===== config.mk =====
export PLATFORM = sky130hd
export DESIGN_NAME = dshot_motor_frame_scheduler
export DESIGN_NICKNAME = d
export VERILOG_FILES = /design/src/hdl/dmfs_pkg.sv /design/src/hdl/dmfs_frame_gen.sv /design/src/hdl/dshot_motor_frame_scheduler.sv
export SDC_FILE = /design/constraint.sdc
export NUM_CORES = 1
export LEC_CHECK = 0
export BUFFER_PORTS_ARGS = -buffer_cell sky130_fd_sc_hd__buf_2
export CORE_UTILIZATION = 45
export CTS_CLUSTER_DIAMETER = 50
export DETAILED_ROUTE_END_ITERATION = 8
export PLACE_DENSITY = 0.66
export SETUP_SLACK_MARGIN = 0.5
export SYNTH_ARGS = -nofsm -noshare
export SYNTH_HDL_FRONTEND = slang
export SYNTH_SLANG_ARGS = --single-unit

===== constraint.sdc =====
create_clock -name i_clk -period 5.3 [get_ports i_clk]
set_clock_uncertainty 0.1 [all_clocks]
set_input_delay 0.795 -clock i_clk [delete_from_list [all_inputs] [get_ports i_clk]]
set_output_delay 0.795 -clock i_clk [all_outputs]
set_load 0.02 [all_outputs]

===== src/hdl/dmfs_pkg.sv =====
package dmfs_pkg;

    localparam int MOTORS      = 8;
    localparam int QUEUE_DEPTH = 8;

    localparam int MIDX_W = (MOTORS > 1) ? $clog2(MOTORS) : 1;
    localparam int CNT_W  = 5;
    localparam int QIDX_W = $clog2(QUEUE_DEPTH);
    localparam int QCNT_W = $clog2(QUEUE_DEPTH + 1);

    localparam logic [15:0] THROTTLE_MAX      = 16'd2047;
    localparam logic [31:0] CMD_INTERVAL_US   = 32'd10000;
    localparam logic [31:0] CMD_REPEAT_US     = 32'd1000;
    localparam logic [3:0]  SPIN_REPEATS      = 4'd10;
    localparam logic [5:0]  CMD_SPIN_NORMAL   = 6'd20;
    localparam logic [5:0]  CMD_SPIN_REVERSED = 6'd21;

    localparam logic [1:0] CFG_MOTOR_COUNT     = 2'd0;
    localparam logic [1:0] CFG_CONFIGURED_MASK = 2'd1;
    localparam logic [1:0] CFG_UPDATE_INTERVAL = 2'd2;
    localparam logic [1:0] CFG_MOTORS_ENABLED  = 2'd3;

    typedef enum logic [1:0] {
        OP_WRITE = 2'd0,
        OP_TELEM = 2'd1,
        OP_PUSH  = 2'd2,
        OP_TICK  = 2'd3
    } t_op;

    typedef enum logic [1:0] {
        ST_IDLE,
        ST_UPDATE,
        ST_COMMAND,
        ST_WALK
    } t_state;

    typedef struct packed {
        t_op         operation;
        logic [3:0]  motor_index;
        logic [15:0] throttle;
        logic [5:0]  command_code;
        logic [31:0] now_us;
    } t_in_word;

    typedef struct packed {
        logic [2:0]  out_motor;
        logic [15:0] frame;
        logic        last;
    } t_out_word;

    function automatic logic is_cfg(input logic [CNT_W-1:0] m, input logic [7:0] mask);
        logic r;
        r = (m < CNT_W'(8)) && mask[m[2:0]];
        return r;
    endfunction

endpackage


===== src/hdl/dmfs_frame_gen.sv =====
module dmfs_frame_gen
    import dmfs_pkg::*;
(
    input  logic [10:0] i_value,
    input  logic        i_tlm,
    output logic [15:0] o_frame
);

    logic [11:0] w_packet;
    logic [3:0]  w_csum;

    assign w_packet = {i_value, i_tlm};
    assign w_csum   = w_packet[3:0] ^ w_packet[7:4] ^ w_packet[11:8];
    assign o_frame  = {w_packet, w_csum};

endmodule


===== src/hdl/dshot_motor_frame_scheduler.sv =====
// channel | direction | handshake           | word
// in      | input     | i_in_valid/o_in_stall   | t_in_word
// out     | output    | o_out_valid/i_out_stall | t_out_word
// cfg     | input     | i_cfg_valid/o_cfg_ready | i_cfg_index, i_cfg_data
// write, telemetry request and push are taken in idle and leave the block idle
// a tick passes the update and command states through the shared time subtractor, then,
// if frames are due, walks the motors below the motor count, moving past a configured
// motor only while the output register is free
// i_out_stall holds the walk on a configured motor; the input stalls until the tick ends
// reset is synchronous, active low; the command store keeps its contents
module dshot_motor_frame_scheduler
    import dmfs_pkg::*;
(
    input  logic        i_clk,
    input  logic        i_rst_n,
    input  logic        i_in_valid,
    output logic        o_in_stall,
    input  t_in_word    i_in_word,
    output logic        o_out_valid,
    input  logic        i_out_stall,
    output t_out_word   o_out_word,
    input  logic        i_cfg_valid,
    output logic        o_cfg_ready,
    input  logic [1:0]  i_cfg_index,
    input  logic [15:0] i_cfg_data
);

    t_state r_state, n_state;

    logic [3:0]  r_motor_count;
    logic [7:0]  r_cfg_mask;
    logic [15:0] r_interval;
    logic        r_enabled;

    logic [10:0] r_value [MOTORS];
    logic [10:0] n_value [MOTORS];
    logic        r_tlm   [MOTORS];
    logic        n_tlm   [MOTORS];
    logic [5:0]  r_cmd_store [QUEUE_DEPTH];

    logic [QIDX_W-1:0] r_q_head, n_q_head;
    logic [QCNT_W-1:0] r_q_count, n_q_count;
    logic [5:0]  r_act, n_act;
    logic [3:0]  r_rep, n_rep;
    logic        r_post, n_post;
    logic [31:0] r_last_cmd, n_last_cmd;
    logic [31:0] r_last_upd, n_last_upd;
    logic [31:0] r_now;
    logic [CNT_W-1:0] r_mi, n_mi;

    logic      r_out_valid, n_out_valid;
    t_out_word r_out, n_out;

    logic             w_accept;
    logic [31:0]      w_diff;
    logic             w_upd_ok;
    logic             w_gt_gap, w_lt_gap, w_ge_rep;
    logic             w_pop, w_override, w_send;
    logic [5:0]       w_head_cmd;
    logic             w_spin;
    logic [3:0]       w_rep_base;
    logic [CNT_W-1:0] w_active;
    logic [CNT_W-1:0] w_mc;
    logic [CNT_W-1:0] w_idx;
    logic             w_walk_done, w_walk_cfg, w_out_free, w_load, w_rest;
    logic [QCNT_W:0]  w_wr_sum;
    logic [QIDX_W-1:0] w_wr_addr;
    logic             w_push;
    logic [15:0]      w_frame;

    assign w_accept    = i_in_valid && !o_in_stall;
    assign o_in_stall  = (r_state != ST_IDLE);
    assign o_cfg_ready = 1'b1;
    assign o_out_valid = r_out_valid;
    assign o_out_word  = r_out;

    assign w_mc     = {1'b0, r_motor_count};
    assign w_active = (w_mc > CNT_W'(MOTORS)) ? CNT_W'(MOTORS) : w_mc;
    assign w_idx    = {1'b0, i_in_word.motor_index};

    // shared time subtractor
    assign w_diff   = r_now - ((r_state == ST_UPDATE) ? r_last_upd : r_last_cmd);
    assign w_upd_ok = (r_interval != 16'd0) && (w_diff > {16'd0, r_interval});
    assign w_gt_gap = w_diff > CMD_INTERVAL_US;
    assign w_lt_gap = w_diff < CMD_INTERVAL_US;
    assign w_ge_rep = w_diff >= CMD_REPEAT_US;

    assign w_head_cmd = r_cmd_store[r_q_head];
    assign w_pop      = (r_rep == 4'd0) && (r_q_count != '0) && w_gt_gap;
    assign w_override = w_pop || (r_rep != 4'd0);
    assign w_spin     = (w_head_cmd == CMD_SPIN_NORMAL) || (w_head_cmd == CMD_SPIN_REVERSED);
    assign w_rep_base = w_pop ? (w_spin ? SPIN_REPEATS : 4'd1) : r_rep;
    assign w_send     = w_override ? w_ge_rep : !(r_post && w_lt_gap);

    assign w_wr_sum  = {{(QCNT_W + 1 - QIDX_W){1'b0}}, r_q_head} + {1'b0, r_q_count};
    assign w_wr_addr = (w_wr_sum >= (QCNT_W + 1)'(QUEUE_DEPTH))
                     ? QIDX_W'(w_wr_sum - (QCNT_W + 1)'(QUEUE_DEPTH))
                     : QIDX_W'(w_wr_sum);
    assign w_push    = w_accept && (i_in_word.operation == OP_PUSH)
                     && (r_q_count < QCNT_W'(QUEUE_DEPTH));

    assign w_walk_done = (r_mi >= w_active);
    assign w_walk_cfg  = is_cfg(r_mi, r_cfg_mask);
    assign w_out_free  = !r_out_valid || !i_out_stall;
    assign w_load      = (r_state == ST_WALK) && !w_walk_done && w_walk_cfg && w_out_free;

    // any configured motor left after the current one
    always_comb begin
        w_rest = 1'b0;
        for (int m = 0; m < MOTORS; m++) begin
            if ((CNT_W'(m) > r_mi) && (CNT_W'(m) < w_active) && is_cfg(CNT_W'(m), r_cfg_mask)) begin
                w_rest = 1'b1;
            end
        end
    end

    dmfs_frame_gen u_frame_gen (
        .i_value (r_value[r_mi[MIDX_W-1:0]]),
        .i_tlm   (r_tlm[r_mi[MIDX_W-1:0]]),
        .o_frame (w_frame)
    );

    always_comb begin
        n_state = r_state;
        unique case (r_state)
            ST_IDLE: begin
                if (w_accept && (i_in_word.operation == OP_TICK)) begin
                    n_state = ST_UPDATE;
                end
            end
            ST_UPDATE: begin
                n_state = w_upd_ok ? ST_COMMAND : ST_IDLE;
            end
            ST_COMMAND: begin
                n_state = w_send ? ST_WALK : ST_IDLE;
            end
            ST_WALK: begin
                if (w_walk_done) begin
                    n_state = ST_IDLE;
                end
            end
            default: n_state = ST_IDLE;
        endcase
    end

    always_comb begin
        n_value    = r_value;
        n_tlm      = r_tlm;
        n_q_head   = r_q_head;
        n_q_count  = r_q_count;
        n_act      = r_act;
        n_rep      = r_rep;
        n_post     = r_post;
        n_last_cmd = r_last_cmd;
        n_last_upd = r_last_upd;
        n_mi       = r_mi;
        n_out      = r_out;
        n_out_valid = i_out_stall ? r_out_valid : 1'b0;
        unique case (r_state)
            ST_IDLE: begin
                if (w_accept) begin
                    unique case (i_in_word.operation)
                        OP_WRITE: begin
                            if (r_enabled && (w_idx < CNT_W'(MOTORS))) begin
                                n_value[w_idx[MIDX_W-1:0]] =
                                    (i_in_word.throttle > THROTTLE_MAX)
                                    ? 11'(THROTTLE_MAX) : i_in_word.throttle[10:0];
                            end
                        end
                        OP_TELEM: begin
                            if ((w_idx < w_active) && is_cfg(w_idx, r_cfg_mask)) begin
                                n_tlm[w_idx[MIDX_W-1:0]] = 1'b1;
                            end
                        end
                        OP_PUSH: begin
                            if (w_push) begin
                                n_q_count = r_q_count + 1'b1;
                            end
                        end
                        OP_TICK: begin
                        end
                        default: begin
                        end
                    endcase
                end
            end
            ST_UPDATE: begin
                if (w_upd_ok) begin
                    n_last_upd = r_now;
                end
            end
            ST_COMMAND: begin
                n_mi = '0;
                if (w_pop) begin
                    n_act     = w_head_cmd;
                    n_q_head  = (r_q_head == QIDX_W'(QUEUE_DEPTH - 1))
                              ? '0 : r_q_head + 1'b1;
                    n_q_count = r_q_count - 1'b1;
                    n_post    = 1'b1;
                end else if (!w_override) begin
                    n_post = r_post && w_lt_gap;
                end
                if (w_override) begin
                    for (int m = 0; m < MOTORS; m++) begin
                        if (CNT_W'(m) < w_active) begin
                            n_value[m] = {5'd0, (w_pop ? w_head_cmd : r_act)};
                            n_tlm[m]   = 1'b1;
                        end
                    end
                    if (w_ge_rep) begin
                        n_rep      = w_rep_base - 1'b1;
                        n_last_cmd = r_now;
                    end else begin
                        n_rep = w_rep_base;
                    end
                end
            end
            ST_WALK: begin
                if (!w_walk_done && (!w_walk_cfg || w_out_free)) begin
                    n_mi = r_mi + 1'b1;
                end
                if (w_load) begin
                    n_out_valid       = 1'b1;
                    n_out.out_motor   = r_mi[2:0];
                    n_out.frame       = w_frame;
                    n_out.last        = !w_rest;
                    n_tlm[r_mi[MIDX_W-1:0]] = 1'b0;
                end
            end
            default: begin
            end
        endcase
    end

    always_ff @(posedge i_clk) begin
        if (!i_rst_n) begin
            r_state       <= ST_IDLE;
            r_motor_count <= 4'd4;
            r_cfg_mask    <= 8'd0;
            r_interval    <= 16'd0;
            r_enabled     <= 1'b1;
            r_q_head      <= '0;
            r_q_count     <= '0;
            r_act         <= 6'd0;
            r_rep         <= 4'd0;
            r_post        <= 1'b0;
            r_last_cmd    <= 32'd0;
            r_last_upd    <= 32'd0;
            r_mi          <= '0;
            r_out_valid   <= 1'b0;
            for (int m = 0; m < MOTORS; m++) begin
                r_value[m] <= 11'd0;
                r_tlm[m]   <= 1'b0;
            end
        end else begin
            r_state     <= n_state;
            r_q_head    <= n_q_head;
            r_q_count   <= n_q_count;
            r_act       <= n_act;
            r_rep       <= n_rep;
            r_post      <= n_post;
            r_last_cmd  <= n_last_cmd;
            r_last_upd  <= n_last_upd;
            r_mi        <= n_mi;
            r_out_valid <= n_out_valid;
            r_value     <= n_value;
            r_tlm       <= n_tlm;
            if (i_cfg_valid && o_cfg_ready) begin
                unique case (i_cfg_index)
                    CFG_MOTOR_COUNT:     r_motor_count <= i_cfg_data[3:0];
                    CFG_CONFIGURED_MASK: r_cfg_mask    <= i_cfg_data[7:0];
                    CFG_UPDATE_INTERVAL: r_interval    <= i_cfg_data;
                    CFG_MOTORS_ENABLED:  r_enabled     <= i_cfg_data[0];
                    default: begin
                    end
                endcase
            end
        end
    end

    always_ff @(posedge i_clk) begin
        r_out <= n_out;
        if (w_accept) begin
            r_now <= i_in_word.now_us;
        end
        if (w_push) begin
            r_cmd_store[w_wr_addr] <= i_in_word.command_code;
        end
    end

    a_out_from_walk: assert property (@(posedge i_clk) disable iff (!i_rst_n)
        $rose(r_out_valid) |-> $past(r_state == ST_WALK))
        else $error("frame word appeared outside the motor walk");

    a_queue_bound: assert property (@(posedge i_clk) disable iff (!i_rst_n)
        r_q_count <= QCNT_W'(QUEUE_DEPTH))
        else $error("command queue count above depth");

    a_repeat_bound: assert property (@(posedge i_clk) disable iff (!i_rst_n)
        r_rep <= SPIN_REPEATS)
        else $error("repeat counter above spin repeats");

    a_no_send_idle: assert property (@(posedge i_clk) disable iff (!i_rst_n)
        (r_state == ST_COMMAND && !w_send) |=> (r_state == ST_IDLE))
        else $error("held tick did not return to idle");

    a_stall_holds_walk: assert property (@(posedge i_clk) disable iff (!i_rst_n)
        (r_state == ST_WALK && r_out_valid && i_out_stall && !w_walk_done && w_walk_cfg)
        |=> $stable(r_mi))
        else $error("walk advanced past a configured motor under stall");

endmodule


==> impl_metrics.yaml <==
critical_path:
  critPathTopFamily: "simple AND/OR/NAND/NOR gates"
  worst-path-buf-inv: 2
  cp_slowest_cell: "or4b_4"
  cp-end-kind: "flop"
  cp.required_ns: 5.69
  path_cells: "nand2b_4 > mux2_4 > ha_4 > fa_2 > nand2b_4 > a21oi_4 > o21ai_4 > o21ai_4 > mux2_4 > a21o_1 > or4b_4 > nor4_4 > buf_4 > nor2_4 > a311oi_4 > buf_6 > o221a_1"
  cp-start-kind: "flop"
  arrival_ns: 5.16
  worst-r2r-setup-slack_ns: 0.54
  critical_path_class: "reg -> reg"
  slowest_delay_ns: 0.55
  crit_fanout: 8
synth:
  ys_seq_area_frac: 0.421
  ys_types: 94
  synth_ff_type: "dfxtp_1"
  synth_warnings: 0
  synth-seq-cells: 318
  synth-async-reset-ratio: 0
  synth_top_area_frac: 0.250
  syn_inst: 1779
  yosysTopAreaCell: "dfxtp_1"
  synthTopCellsByArea: "dfxtp_1 (25%), edfxtp_1 (17%), mux2i_1 (9.3%)"
  synth_most_common_cell: "dfxtp_1"
  synth_edf_count: 100
  synth_common_cells: "dfxtp_1 (218), nor2_1 (197), nand2_1 (172), mux2i_1 (163), edfxtp_1 (100)"
  synth_area_per_cell_sq_um: 9.83
  synthesis.nets: 1928
  syn_area_sq_um: 17500
power:
  power_switching_mw: 1.79
  p_int_mw: 4.49
  switching_share: 0.285
  power_leakage_nw: 7.85
  powerDensity_nw_per_um2: 306
  max-vdd-ir-drop_uv: 242
  power_frac_clock: 0.392
  power_mw: 6.28
  power_frac_comb: 0.185
  seqPwrFrac: 0.423
drt:
  first_pass_iters: 5
  drt_drc_violations_left: 0
  drt_iter0_drc: 1296
  avgViaCountPerCell: 5.91
  drtAntennaViolNets: 0
  num_vias: 14329
  wire_per_inst_um: 20.0
  routed_wl_um: 48400
finish:
  fill_cells: 3328
  fin_area_sq_um: 20500
  nets: 2032
  multi_input_area_sq_um: 9830
  regArea_sq_um: 7370
  area_growth_pct: 17.2
  drive_above_1_share: 0.207
sta:
  hold_violations: 0
  finalSetupTns_ns: 0
  setup_viol: 0
  slew_viol_final: 0
  worstMarginPinSlew_ns: 1.19
  fmax_mhz: 210
  period_share: 0.899
  slew_headroom: 0.202
  fin_crit_ns: 4.76
  rsz0062_at_grt: "true"
clock_tree:
  cts_sinks: 318
  clock_latency_ns: 0.56
  clockRootBuffer: "clkbuf_16"
  path_clk_slew_ns: 0.06
  cts-htree-levels: 2
  cts_inserted_buffers: 38
  clock_path_buffers: 3
  cts_tree: "done"
run_status:
  outcome: "finished, final reports clean"
grt:
  grt_pass1_wl_um: 75200
  first_global_vias: 13691
  grt_max_degree: 90
  grt-ovfl-total: 0
  antenna_found_initial: 1
  grtUsageTotal: 0.241
worst_hold_path:
  hold_path.class: "in -> reg"
floorplan:
  row_count: 71
  die_h_um: 199
  ios: 106
  dieArea_sq_um: 39700
  start_util: 0.461
  core_sq_um: 37900
  die_w_um: 199
placement:
  portBuffers: 104
  gp_congestion: 0.926
  place_area_sq_um: 18500
  hpwl_um: 33400
flow_run:
  drv_cap: 0
-- cell families after synthesis --
logic type                 Yosys count  synth area share
AOI/OAI and AO/OA                  434             0.192
xor gates and xnor gates            25            0.0151
adders and majority gates           66            0.0485
buffers and inverters              157            0.0421
DFF                                318             0.421
muxes                              199             0.129
other                                1          0.000214
and+or+nand+nor                    579             0.152
-- registers in the layout, indices dropped and copies added, names as in the netlist, 4 cells and up, named ones only --
signal and count:
r_motor_count 4, r_mi 5, r_q_count 4, r_now 32, r_interval 16, r_last_upd 32, r_act 6, o_out_word 20
r_cfg_mask 8, r_rep 4, r_cmd_store 48, r_value 88, r_tlm 8, r_last_cmd 32
-- cell usage in the layout, fill, tap and decap left out, types with 53 or more instances in the layout --
master      n
o21ai_0    85
edfxtp_1  100
buf_2     103
nand2_1   172
mux2i_1   162
nand3_1    64
nor2_1    195
dfxtp_1   216
a21oi_1    83
buf_4      53
-- worst paths after layout --
kind                 from  cells after the start     endpoint
max            r_state[1]                     17  r_value[16]
min          i_in_word[9]                      1     r_now[9]
max reg2reg    r_state[1]                     17  r_value[16]
min reg2reg   r_value[42]                      2  r_value[42]
-- layer usage --
layer	share of wire	vias up	global-route usage
met5	0	-	0
met3	0.073	89	0.0508
met2	0.44	498	0.370
met4	0.028	0	0.0883
met1	0.46	6912	0.334
li1	-	6830	-
-- layout make-up --
cell class,count,area share
Timing Repair Buffer,178,0.0639
Tap cell,511,0.0312
Inverter,41,0.00757
Antenna cell,1,0.000122
Multi-Input combinational cell,1306,0.480
Sequential cell,318,0.360
Clock buffer,51,0.0518
Clock inverter,17,0.00604
-- repair_timing --
| item | in CTS | in global routing |
|---|---|---|
| hold endpoints to repair | 0 | 0 |
| endpoints found under the setup margin | 158 | 170 |
| pin swaps | 12 | 40 |
| buffers inserted | 15 | 18 |
| resized for setup | 15 | 72 |
| gates cloned | 3 | 1 |
| hold buffers | 0 | 0 |
-- power groups by stage --
| stage | sequential, mW | clock (mW) | combinational (mW) |
|---|---|---|---|
| 2_1_floorplan | 2.68 | 0 | 0.748 |
| 3_3_place_gp | 2.70 | 0 | 0.982 |
| 3_5_place_dp | 2.70 | 0 | 0.999 |
| 4_1_cts | 2.65 | 2.51 | 1.04 |
| 5_1_grt | 2.66 | 2.60 | 1.26 |
| 6_report | 2.65 | 2.46 | 1.16 |
-- per-stage QoR --
stage	cells	utilization	setup WS, ns	hold slack [ns]
after floorplan	1779	-	0.509	0.331
after global placement	2317	0.487	0.276	0.339
after detailed placement	2317	0.487	0.0683	0.347
after CTS	2403	0.525	0.507	0.294
after global routing	2422	0.540	0.414	0.304
final	2423	0.540	0.537	0.321
Power figures use the tool's default switching activity.
